### config.mk
export PLATFORM = sky130hd
export DESIGN_NAME = reliable_seq_window_tracker
export DESIGN_NICKNAME = d
export VERILOG_FILES = /design/src/swt_pkg.sv /design/src/swt_front.sv /design/src/swt_back.sv /design/src/reliable_seq_window_tracker.sv
export SDC_FILE = /design/constraint.sdc
export NUM_CORES = 2
export LEC_CHECK = 0
export BUFFER_PORTS_ARGS = -buffer_cell sky130_fd_sc_hd__buf_2
export CORE_UTILIZATION = 55
export DETAILED_ROUTE_END_ITERATION = 8
export PLACE_DENSITY = 0.74
export REMOVE_ABC_BUFFERS = 1
export SETUP_SLACK_MARGIN = 0.5
export SYNTH_ARGS = -nofsm -noshare
export SYNTH_HDL_FRONTEND = slang
export SYNTH_SLANG_ARGS = --single-unit
### constraint.sdc
create_clock -name clk -period 5 [get_ports clk]
set_input_delay 0 -clock clk [delete_from_list [all_inputs] [get_ports clk]]
set_output_delay 0 -clock clk [all_outputs]
set_load 0.05 [all_outputs]
### src/swt_pkg.sv
package swt_pkg;

	localparam int SEQ_W       = 16;
	localparam int VERDICT_W   = 2;
	localparam int ACK_FIELD_W = 32;
	localparam int ACK_IDX_W   = $clog2(ACK_FIELD_W);
	localparam int QUEUE_DEPTH = 2;

	localparam logic [VERDICT_W-1:0] VERDICT_ACCEPT = 2'd0;
	localparam logic [VERDICT_W-1:0] VERDICT_DUP    = 2'd1;
	localparam logic [VERDICT_W-1:0] VERDICT_STALE  = 2'd2;
	localparam logic [VERDICT_W-1:0] VERDICT_UNUSED = 2'd3;

	// head of the front queue as seen by the back end
	typedef struct packed {
		logic             valid;
		logic [SEQ_W-1:0] seq;
	} queue_out_t;

endpackage

### src/swt_front.sv
module swt_front (
	input  logic                      clk,
	input  logic                      arst_n,
	input  logic                      start,
	input  logic [swt_pkg::SEQ_W-1:0] packet_sequence,
	output logic                      busy,
	input  logic                      pop,
	output swt_pkg::queue_out_t       head
);
	import swt_pkg::*;

	localparam int PTR_W = $clog2(QUEUE_DEPTH);
	localparam int CNT_W = $clog2(QUEUE_DEPTH + 1);

	logic [SEQ_W-1:0] entry_q [QUEUE_DEPTH];
	logic [PTR_W-1:0] wr_ptr_q;
	logic [PTR_W-1:0] rd_ptr_q;
	logic [CNT_W-1:0] fill_q;
	logic             push;
	logic             do_pop;

	assign busy   = (fill_q == CNT_W'(QUEUE_DEPTH));
	assign push   = start && !busy;
	assign do_pop = pop && (fill_q != '0);

	assign head.valid = (fill_q != '0);
	assign head.seq   = entry_q[rd_ptr_q];

	always_ff @(posedge clk) begin
		if (push) begin
			entry_q[wr_ptr_q] <= packet_sequence;
		end
	end

	always_ff @(posedge clk or negedge arst_n) begin
		if (!arst_n) begin
			wr_ptr_q <= '0;
			rd_ptr_q <= '0;
			fill_q   <= '0;
		end else begin
			if (push) begin
				wr_ptr_q <= (wr_ptr_q == PTR_W'(QUEUE_DEPTH - 1)) ? '0 : wr_ptr_q + 1'b1;
			end
			if (do_pop) begin
				rd_ptr_q <= (rd_ptr_q == PTR_W'(QUEUE_DEPTH - 1)) ? '0 : rd_ptr_q + 1'b1;
			end
			unique case ({push, do_pop})
				2'b10:   fill_q <= fill_q + 1'b1;
				2'b01:   fill_q <= fill_q - 1'b1;
				default: fill_q <= fill_q;
			endcase
		end
	end

endmodule

### src/swt_back.sv
module swt_back #(
	parameter int HISTORY_DEPTH = 64,
	parameter int ACK_BITS      = 32
) (
	input  logic                           clk,
	input  logic                           arst_n,
	input  swt_pkg::queue_out_t            head,
	output logic                           pop,
	output logic                           strobe,
	output logic [swt_pkg::VERDICT_W-1:0]  verdict,
	output logic [swt_pkg::SEQ_W-1:0]      ack_sequence,
	output logic [swt_pkg::ACK_FIELD_W-1:0] ack_field
);
	import swt_pkg::*;

	localparam int IDX_W = $clog2(HISTORY_DEPTH);
	localparam int CNT_W = $clog2(HISTORY_DEPTH + 1);
	localparam int ACK_W = (ACK_BITS < ACK_FIELD_W) ? ACK_BITS : ACK_FIELD_W;

	typedef enum logic [1:0] {
		S_IDLE,
		S_WALK,
		S_DECIDE
	} state_t;

	state_t            state_q;
	logic [SEQ_W-1:0]  mem [HISTORY_DEPTH];
	logic [SEQ_W-1:0]  rd_data_s1;
	logic              rd_valid_s1;
	logic              rd_first_s1;

	logic [CNT_W-1:0]  count_q;
	logic [IDX_W-1:0]  head_q;
	logic [IDX_W-1:0]  tail_q;
	logic [SEQ_W-1:0]  latest_q;
	logic [SEQ_W-1:0]  seq_q;
	logic [CNT_W-1:0]  walk_q;
	logic [IDX_W-1:0]  rd_ptr_q;
	logic              dup_q;
	logic [ACK_FIELD_W-1:0] ack_old_q;
	logic [ACK_FIELD_W-1:0] ack_new_q;

	logic              full;
	logic              issue;
	logic              accept;
	logic [SEQ_W-1:0]  dist_latest;
	logic [SEQ_W-1:0]  dist_old;
	logic [SEQ_W-1:0]  dist_new;
	logic              hit_old;
	logic              hit_new;

	assign full   = (count_q == CNT_W'(HISTORY_DEPTH));
	assign issue  = (state_q == S_WALK) && (walk_q != count_q);
	assign pop    = (state_q == S_IDLE) && head.valid;

	// bit 15 of seq - latest set means older, or exactly half a range away
	assign dist_latest = seq_q - latest_q;
	assign accept      = !dup_q && !dist_latest[SEQ_W-1];

	// ack bit positions seen from the current latest and from the candidate
	assign dist_old = latest_q - rd_data_s1 - 1'b1;
	assign dist_new = seq_q - rd_data_s1 - 1'b1;
	assign hit_old  = dist_old < SEQ_W'(ACK_W);
	// the oldest entry drops out when a push lands on a full history
	assign hit_new  = (dist_new < SEQ_W'(ACK_W)) && !(rd_first_s1 && full);

	always_ff @(posedge clk) begin
		if ((state_q == S_DECIDE) && accept) begin
			mem[tail_q] <= seq_q;
		end
		rd_data_s1 <= mem[rd_ptr_q];
	end

	always_ff @(posedge clk or negedge arst_n) begin
		if (!arst_n) begin
			state_q      <= S_IDLE;
			count_q      <= '0;
			head_q       <= '0;
			tail_q       <= '0;
			latest_q     <= '0;
			seq_q        <= '0;
			walk_q       <= '0;
			rd_ptr_q     <= '0;
			rd_valid_s1  <= 1'b0;
			rd_first_s1  <= 1'b0;
			dup_q        <= 1'b0;
			ack_old_q    <= '0;
			ack_new_q    <= '0;
			strobe       <= 1'b0;
			verdict      <= VERDICT_ACCEPT;
			ack_sequence <= '0;
			ack_field    <= '0;
		end else begin
			strobe      <= 1'b0;
			rd_valid_s1 <= issue;
			rd_first_s1 <= issue && (walk_q == '0);

			if (rd_valid_s1) begin
				if (rd_data_s1 == seq_q) begin
					dup_q <= 1'b1;
				end
				if (hit_old) begin
					ack_old_q <= ack_old_q | (ACK_FIELD_W'(1) << dist_old[ACK_IDX_W-1:0]);
				end
				if (hit_new) begin
					ack_new_q <= ack_new_q | (ACK_FIELD_W'(1) << dist_new[ACK_IDX_W-1:0]);
				end
			end

			unique case (state_q)
				S_IDLE: begin
					if (head.valid) begin
						seq_q     <= head.seq;
						walk_q    <= '0;
						rd_ptr_q  <= head_q;
						dup_q     <= 1'b0;
						ack_old_q <= '0;
						ack_new_q <= '0;
						state_q   <= S_WALK;
					end
				end
				S_WALK: begin
					if (issue) begin
						walk_q   <= walk_q + 1'b1;
						rd_ptr_q <= (rd_ptr_q == IDX_W'(HISTORY_DEPTH - 1)) ?
							'0 : rd_ptr_q + 1'b1;
					end else if (!rd_valid_s1) begin
						state_q <= S_DECIDE;
					end
				end
				S_DECIDE: begin
					strobe <= 1'b1;
					if (dup_q) begin
						verdict <= VERDICT_DUP;
					end else if (!accept) begin
						verdict <= VERDICT_STALE;
					end else begin
						verdict <= VERDICT_ACCEPT;
					end
					if (accept) begin
						ack_sequence <= seq_q;
						ack_field    <= ack_new_q;
						latest_q     <= seq_q;
						tail_q       <= (tail_q == IDX_W'(HISTORY_DEPTH - 1)) ?
							'0 : tail_q + 1'b1;
						if (full) begin
							head_q <= (head_q == IDX_W'(HISTORY_DEPTH - 1)) ?
								'0 : head_q + 1'b1;
						end else begin
							count_q <= count_q + 1'b1;
						end
					end else begin
						ack_sequence <= latest_q;
						ack_field    <= ack_old_q;
					end
					state_q <= S_IDLE;
				end
				default: state_q <= S_IDLE;
			endcase
		end
	end

endmodule

### src/reliable_seq_window_tracker.sv
// Receive-side sequence filter. A beat is taken when start is high and busy is low; up to
// two beats queue ahead of the tracker. For each packet the tracker walks all valid history
// entries (at most HISTORY_DEPTH): it reads the history memory one entry a cycle through
// its single read port, checking for a duplicate and building the ack field for both the
// old and the candidate latest number in the same pass. Every packet yields one result,
// shown for one cycle with strobe high; the receiver must take it then, as nothing holds
// it back.
module reliable_seq_window_tracker #(
	parameter int HISTORY_DEPTH = 64,
	parameter int ACK_BITS      = 32
) (
	input  logic                            clk,
	input  logic                            arst_n,
	input  logic                            start,
	output logic                            busy,
	input  logic [swt_pkg::SEQ_W-1:0]       packet_sequence,
	output logic                            strobe,
	output logic [swt_pkg::VERDICT_W-1:0]   verdict,
	output logic [swt_pkg::SEQ_W-1:0]       ack_sequence,
	output logic [swt_pkg::ACK_FIELD_W-1:0] ack_field
);
	import swt_pkg::*;

	queue_out_t q_head;
	logic       q_pop;

	swt_front u_front (
		.clk             (clk),
		.arst_n          (arst_n),
		.start           (start),
		.packet_sequence (packet_sequence),
		.busy            (busy),
		.pop             (q_pop),
		.head            (q_head)
	);

	swt_back #(
		.HISTORY_DEPTH (HISTORY_DEPTH),
		.ACK_BITS      (ACK_BITS)
	) u_back (
		.clk          (clk),
		.arst_n       (arst_n),
		.head         (q_head),
		.pop          (q_pop),
		.strobe       (strobe),
		.verdict      (verdict),
		.ack_sequence (ack_sequence),
		.ack_field    (ack_field)
	);

endmodule

## After elaboration in Yosys (flattened, before gate mapping)

Memory sizes are Yosys's and may differ from the RTL's. A register that Yosys moved wholly into a read port is not among the register bits.
Index checks and enable logic that the tools add are counted.

| word-level totals | value |
|---|---|
| bits in registers | 156 |
| memory bits (writable) | 1056 |
| input bits | 19 |
| logic and storage cells | 118 |
| memories kept | 2 |

Memory list:

| name | words | bits a word | read ports | clocked after Yosys merged registers in | write ports | RTL line | RTL |
|---|---|---|---|---|---|---|---|
| u_back.mem | 64 | 16 | 1 | 1 | 1 | swt_back.sv:27 | `logic [SEQ_W-1:0] mem [HISTORY_DEPTH];` |
| u_front.entry_q | 2 | 16 | 1 | 1 | 1 | swt_front.sv:15 | `logic [SEQ_W-1:0] entry_q [QUEUE_DEPTH];` |

| operators by class | value |
|---|---|
| $add $sub $neg | 14 |
| order comparisons | 2 |
| eq/ne operators | 15 |
| shift operators | 2 |
| multiplexer cells | 37 |
| bitwise logic cells | 3 |
| reductions and logical operators | 25 |

Operators with widths:

| kind | count |
|---|---|
| 2-to-1 mux 32 bit | 9 |
| OR 32 bit | 2 |
| left shift 1 x 5 -> 32 bit (first input constant) | 2 |
| subtractor 16 bit | 3 |
| less-than comparator 16 x 6 -> 1 bit (second input constant) | 2 |
| subtractor 16 x 1 -> 16 bit (second input constant) | 2 |
| 2-to-1 mux 6 bit | 5 |
| adder 6 x 1 -> 6 bit (second input constant) | 3 |
| == test 6 bit (second input constant) | 3 |
| == test 16 bit | 1 |
| 2-to-1 mux 16 bit | 1 |
| adder 7 x 1 -> 7 bit (second input constant) | 2 |
| 2-to-1 mux 7 bit | 2 |
| one-hot mux 7 bit (2 select lines) | 1 |
| one-hot mux 6 bit (2 select lines) | 1 |
| AND reduction 3 bit | 4 |
| 2-to-1 mux 1 bit | 11 |
| 2-to-1 mux 2 bit | 5 |
| logical AND 1 bit | 9 |
| one-hot mux 2 bit (2 select lines) | 2 |
| == test 7 bit (second input constant) | 1 |
| zero test 7 bit | 1 |
| != test 7 bit | 1 |
| == test 2 bit (second input constant) | 3 |
| 11 further kinds | 22 |

## Logic depth before layout (Yosys ltp)

| logic depth | value |
|---|---|
| word-level depth | 8 |
| depth in mapped cells | 12 |

## By module

Synthesis repeated with hierarchy kept, for this count alone.

| unflattened totals | value |
|---|---|
| cells, all modules | 2686 |
| area, all modules | 50223.2 sq um |

By module, submodules not included:

| module | instances | cells an instance | area an instance (sq um) |
|---|---|---|---|
| swt_back | 1 | 2618 | 48860.6 |
| swt_front | 1 | 68 | 1362.6 |

## Worst setup path after synthesis

OpenSTA, ideal clock, no wires.

| path | value |
|---|---|
| kind | reg2reg |
| start | reg u_back.seq_q[12], read port of u_front.entry_q |
| end | mem u_back.mem[0][0], enable pin |
| setup time | 430 ps |
| arrival | 4597 ps |
| data required time | 4570 ps |
| slack | -27 ps |
| cell stages (with the launch flop) | 10 |
| path buffers | 2 |
| period minus slack after synthesis | 5027 ps |
| cell sequence | dfrtp_1 ha_1 a21o_1 a21o_1 a211oi_1 and3_1 nor2_1 clkbuf_1 buf_1 nor4_1 |

| between the ends | value |
|---|---|
| longest elaborated chain between the ends | 6 |

Ends and longest elaborated chain:

| item | RTL line | RTL |
|---|---|---|
| start, declared | swt_back.sv:36 | `logic [SEQ_W-1:0] seq_q;` |
| subtractor 16 bit | swt_back.sv:57 | `assign dist_latest = seq_q - latest_q;` |
| zero test 1 bit | swt_back.sv:58 | `assign accept = !dup_q && !dist_latest[SEQ_W-1];` |
| logical AND 1 bit | swt_back.sv:58 |  |
| logical AND 1 bit | swt_back.sv:68 | `if ((state_q == S_DECIDE) && accept) begin` |
| 2-to-1 mux 1 bit | swt_back.sv:68 |  |
| 2-to-1 mux 1 bit (implied by the code) | swt_back.sv:69 | `mem[tail_q] <= seq_q;` |
| end, declared | swt_back.sv:27 |  |

No other way between the ends.

## Worst setup path in the final report

| path | value |
|---|---|
| start | reg u_back.seq_q[0], read port of u_front.entry_q |
| end | reg u_back.ack_new_q[6] |

| between the ends | value |
|---|---|
| longest elaborated chain between the ends | 8 |
| elaborated cells on any way between the ends | 10 |
| those cells by class | add/sub (2); order compare (1); shift (1); mux (4); bitwise (1); reduce/logical (1) |

Ends and longest elaborated chain:

| item | RTL line | RTL |
|---|---|---|
| subtractor 16 bit * | swt_back.sv:62 | `assign dist_new = seq_q - rd_data_s1 - 1'b1;` |
| subtractor 16 x 1 -> 16 bit * | swt_back.sv:62 |  |
| less-than comparator 16 x 6 -> 1 bit / left shift 1 x 5 -> 32 bit (equally long branches) | swt_back.sv:65, swt_back.sv:106 |  |
| logical AND 1 bit / OR 32 bit (equally long branches) | swt_back.sv:65, swt_back.sv:106 |  |
| 2-to-1 mux 32 bit * | swt_back.sv:105 | `if (hit_new) begin` |
| 2-to-1 mux 32 bit * | swt_back.sv:98 | `if (rd_valid_s1) begin` |
| 2-to-1 mux 32 bit | swt_back.sv:112 | `if (head.valid) begin` |
| 2-to-1 mux 32 bit * | swt_back.sv:110 | `unique case (state_q)` |
| end signal, assigned | swt_back.sv:106 | `ack_new_q <= ack_new_q \| (ACK_FIELD_W'(1) << dist_new[ACK_IDX_W-1:0]);` |
| end, declared | swt_back.sv:41 | `logic [ACK_FIELD_W-1:0] ack_new_q;` |

Every way passes the cells marked *; elsewhere a longest branch is shown, timed or not.
A chain may end at the register's enable or synchronous reset.

==> flow_summary.toml <==
[grt]
grt_pass1_vias = 26639
grt_max_degree = 79
antenna_found_initial = 6
grt_first_pass_wirelength_mm = 178.4
grt.overflow.total = 0
grtUsageTotal_pct = 26.27

[sta]
finalCritPeriodShare_pct = 79.21
timing.fmax_mhz = 252.5
worst_pin_slew_ps = 1530
rsz0062_at_grt = "false"
setup_tns_ps = 0
setup_viol = 0
hold_viol_final = 0
max_slew_margin_pct = -2.972
drv_slew = 5
fin_crit_ps = 3960
skew_ps = 35.57

[layout]
drive_gt1_share_pct = 28.00
nets = 2914
utilization_pct = 63.20
areaGrowthSynthToFinish_pct = 13.58
fillers = 5951

[detailed_routing]
antenna_left = 0
drt_first_pass_iters = 7
drc_errors = 0
drt-total-wl_mm = 119.9
dr_total_vias = 26364
wl_per_cell_um = 29.13
via_per_inst = 6.405
drtIter0Drc = 3138

[outcome]
failed_checks = "max-capacitance violations, max-slew violations"
status = "complete, but fails checks"

[floorplanning]
floorplan.initialDensity_pct = 55.64
dieHeight_um = 304.2
dieWidth_um = 304.2
dieArea_um2 = 92550
rows = 110
ios = 71
core_um2 = 90290

[logic_synthesis]
ys_ff_latch = 1244
synth_top_area_cell = "edfxtp_1"
synth_edf_count = 1056
netlist.area_leader.share_pct = 63.12
synth.most_common_cell = "edfxtp_1"
synth_cell_types = 65
async_reset_ff_share_pct = 13.83
syn-cell-area_um2 = 50240
yosys_warnings = 0
synth_common_cells = "edfxtp_1, mux4_2, nand2_1"
postSynthAreaPerCell_um2 = 18.96
syn_inst = 2650
synth_area_leaders = "edfxtp_1, mux4_2, dfrtp_1"
yosys_most_used_dff = "edfxtp_1"
seq_area_frac_synth_pct = 72.33

[clock_network]
cts.root.buffer_cell = "clkbuf_16"
htree_levels = 3
cts_tree = "yes"
clk_path_buf_depth = 3
cts_buffers = 119
clock_latency_ps = 710
cts.clk_slew.worst_paths_ps = 60
numClockSinks = 1244
post-cts-setup-buffers = 0

[flow_run]
drv_cap = 1

[worst_hold_path]
hp-class = "input pin to flop"

[power]
power_frac_clock_pct = 25.9
intPower_w = 0.02257
power_switching_w = 0.01224
swShare_pct = 35.17
peakVddDrop_uv = 376.8
cellPowerDensity_nw_per_um2 = 610.1
p_leak_nw = 19.34
p_seq_share_pct = 39.4
combPwrFrac_pct = 34.7

[worst_setup_path]
path_delay_family = "compound AO/OA/AOI/OAI gates"
cp.required_ps = 5570
crit_path_end_kind = "flop"
crit_path_max_fanout = 32
critPathSlowestCell = "dfrtp_2"
worstSetupStartpointType = "flop"
worst_ep_arrival_time_ps = 4530
cpPeakStageDelay_ps = 650
crit_type = "flop to flop"
cp_cell_sequence = "ha_1 -> fa_1 -> a211oi_1 -> o21a_1 -> nor2_1 -> a21oi_1 -> xnor2_1 -> nor4b_4 -> nand4_2 -> o31ai_1"
path_buf_inv = 0

[place]
port_buffers = 70
place.gp.congestion = 0.9421
place_hpwl_mm = 75.12
-- power groups by stage --
stage | sequential, W | combinational, W | clock [W]
after floorplan | 0.0148 | 0.00674 | 0
after global placement | 0.0139 | 0.0117 | 0
after detailed placement | 0.0139 | 0.0119 | 0
after CTS | 0.0137 | 0.0120 | 0.00911
after global routing | 0.0138 | 0.0127 | 0.00952
final | 0.0137 | 0.0121 | 0.00902
-- cells in the final DEF, fill, tap and decap left out, drive strengths merged, types with 50 or more instances in the layout --
| cell | instances |
|---|---|
| buf | 192 |
| clkbuf | 144 |
| clkinv | 50 |
| dfrtp | 172 |
| edfxtp | 1056 |
| ha | 52 |
| inv | 54 |
| mux2i | 56 |
| mux4 | 336 |
| nand2 | 206 |
| nor2 | 81 |
| o21ai | 94 |
| o31ai | 54 |
-- cell families after synthesis --
logic type                 synth area share, %
AOI/OAI and AO/OA                        3.056
xor gates and xnor gates                0.9589
adders and majority gates                1.375
buffers and inverters                    1.582
DFF                                      72.33
muxes                                    16.65
and+or+nand+nor                          4.052
-- cell type report --
cell class	count	area [um^2]	area share, %
Sequential cell	1244	36370	63.74
Multi-Input combinational cell	1209	13430	23.53
Clock buffer	144	3168	5.552
Timing Repair Buffer	217	1668	2.923
Tap cell	1176	1471	2.579
Clock inverter	75	764.5	1.340
Inverter	50	187.7	0.3289
Antenna cell	1	2.502	0.004386
-- worst reg2reg max path, stage by stage, from the launching register on --
cell and delay (ps):
dfrtp_2 650, ha_1 370, fa_1 480, a211oi_1 280, o21a_1 200, nor2_1 90, a21oi_1 180, xnor2_1 130
nor4b_4 290, nand4_2 640, o31ai_1 520
-- metal layers --
layer	up-vias	GRT usage, %	routed length (um)
li1	11045	-	-
met1	13801	36.16	47150
met2	1270	43.30	59690
met3	244	4.032	8691
met4	4	9.056	4364
met5	-	0	30
-- stage by stage --
step | hold WS, ps | instance area, um^2 | setup slack (ps) | cells | total power (W)
after detailed placement | 95.99 | 52840 | 1101 | 3870 | 0.02585
after floorplan | -295.6 | 49630 | -6554 | 2503 | 0.02150
after global placement | 81.95 | 52840 | 1237 | 3870 | 0.02557
final | 30.05 | 57060 | 1040 | 4116 | 0.03481
after global routing | 16.84 | 57050 | 771.3 | 4115 | 0.03601
after CTS | 2.071 | 57050 | 1054 | 4115 | 0.03485
-- timing repair --
action | in CTS | in global routing
hold buffers | 26 | 0
gates resized for setup | 0 | 0
hold endpoints to repair | 129 | 0
-- final timing paths --
check / slack [ps] / cells after the start / end / start
worst min-delay path: 30 / 2 / u_front.entry_q[0][4] / packet_sequence[4]
min in group asynchronous: 510 / 4 / u_back.tail_q[2] / arst_n
worst max register to register: 1040 / 10 / u_back.ack_new_q[6] / u_back.seq_q[0]
max in group asynchronous: 3740 / 4 / u_back.rd_ptr_q[1] / arst_n
worst max-delay path: 1040 / 10 / u_back.ack_new_q[6] / u_back.seq_q[0]
worst min register to register: 470 / 2 / u_back.ack_field[21] / u_back.ack_field[21]
-- sequential cells by signal, summed over array words and instances (netlist names), 16 cells and up --
signal	cells
u_back.mem	1024
u_back.ack_field	32
u_back.ack_new_q	32
u_back.ack_old_q	32
u_front.entry_q	32
u_back.ack_sequence	16
u_back.rd_data_s1	16
u_back.seq_q	16
(Power assumes the default switching activity.)
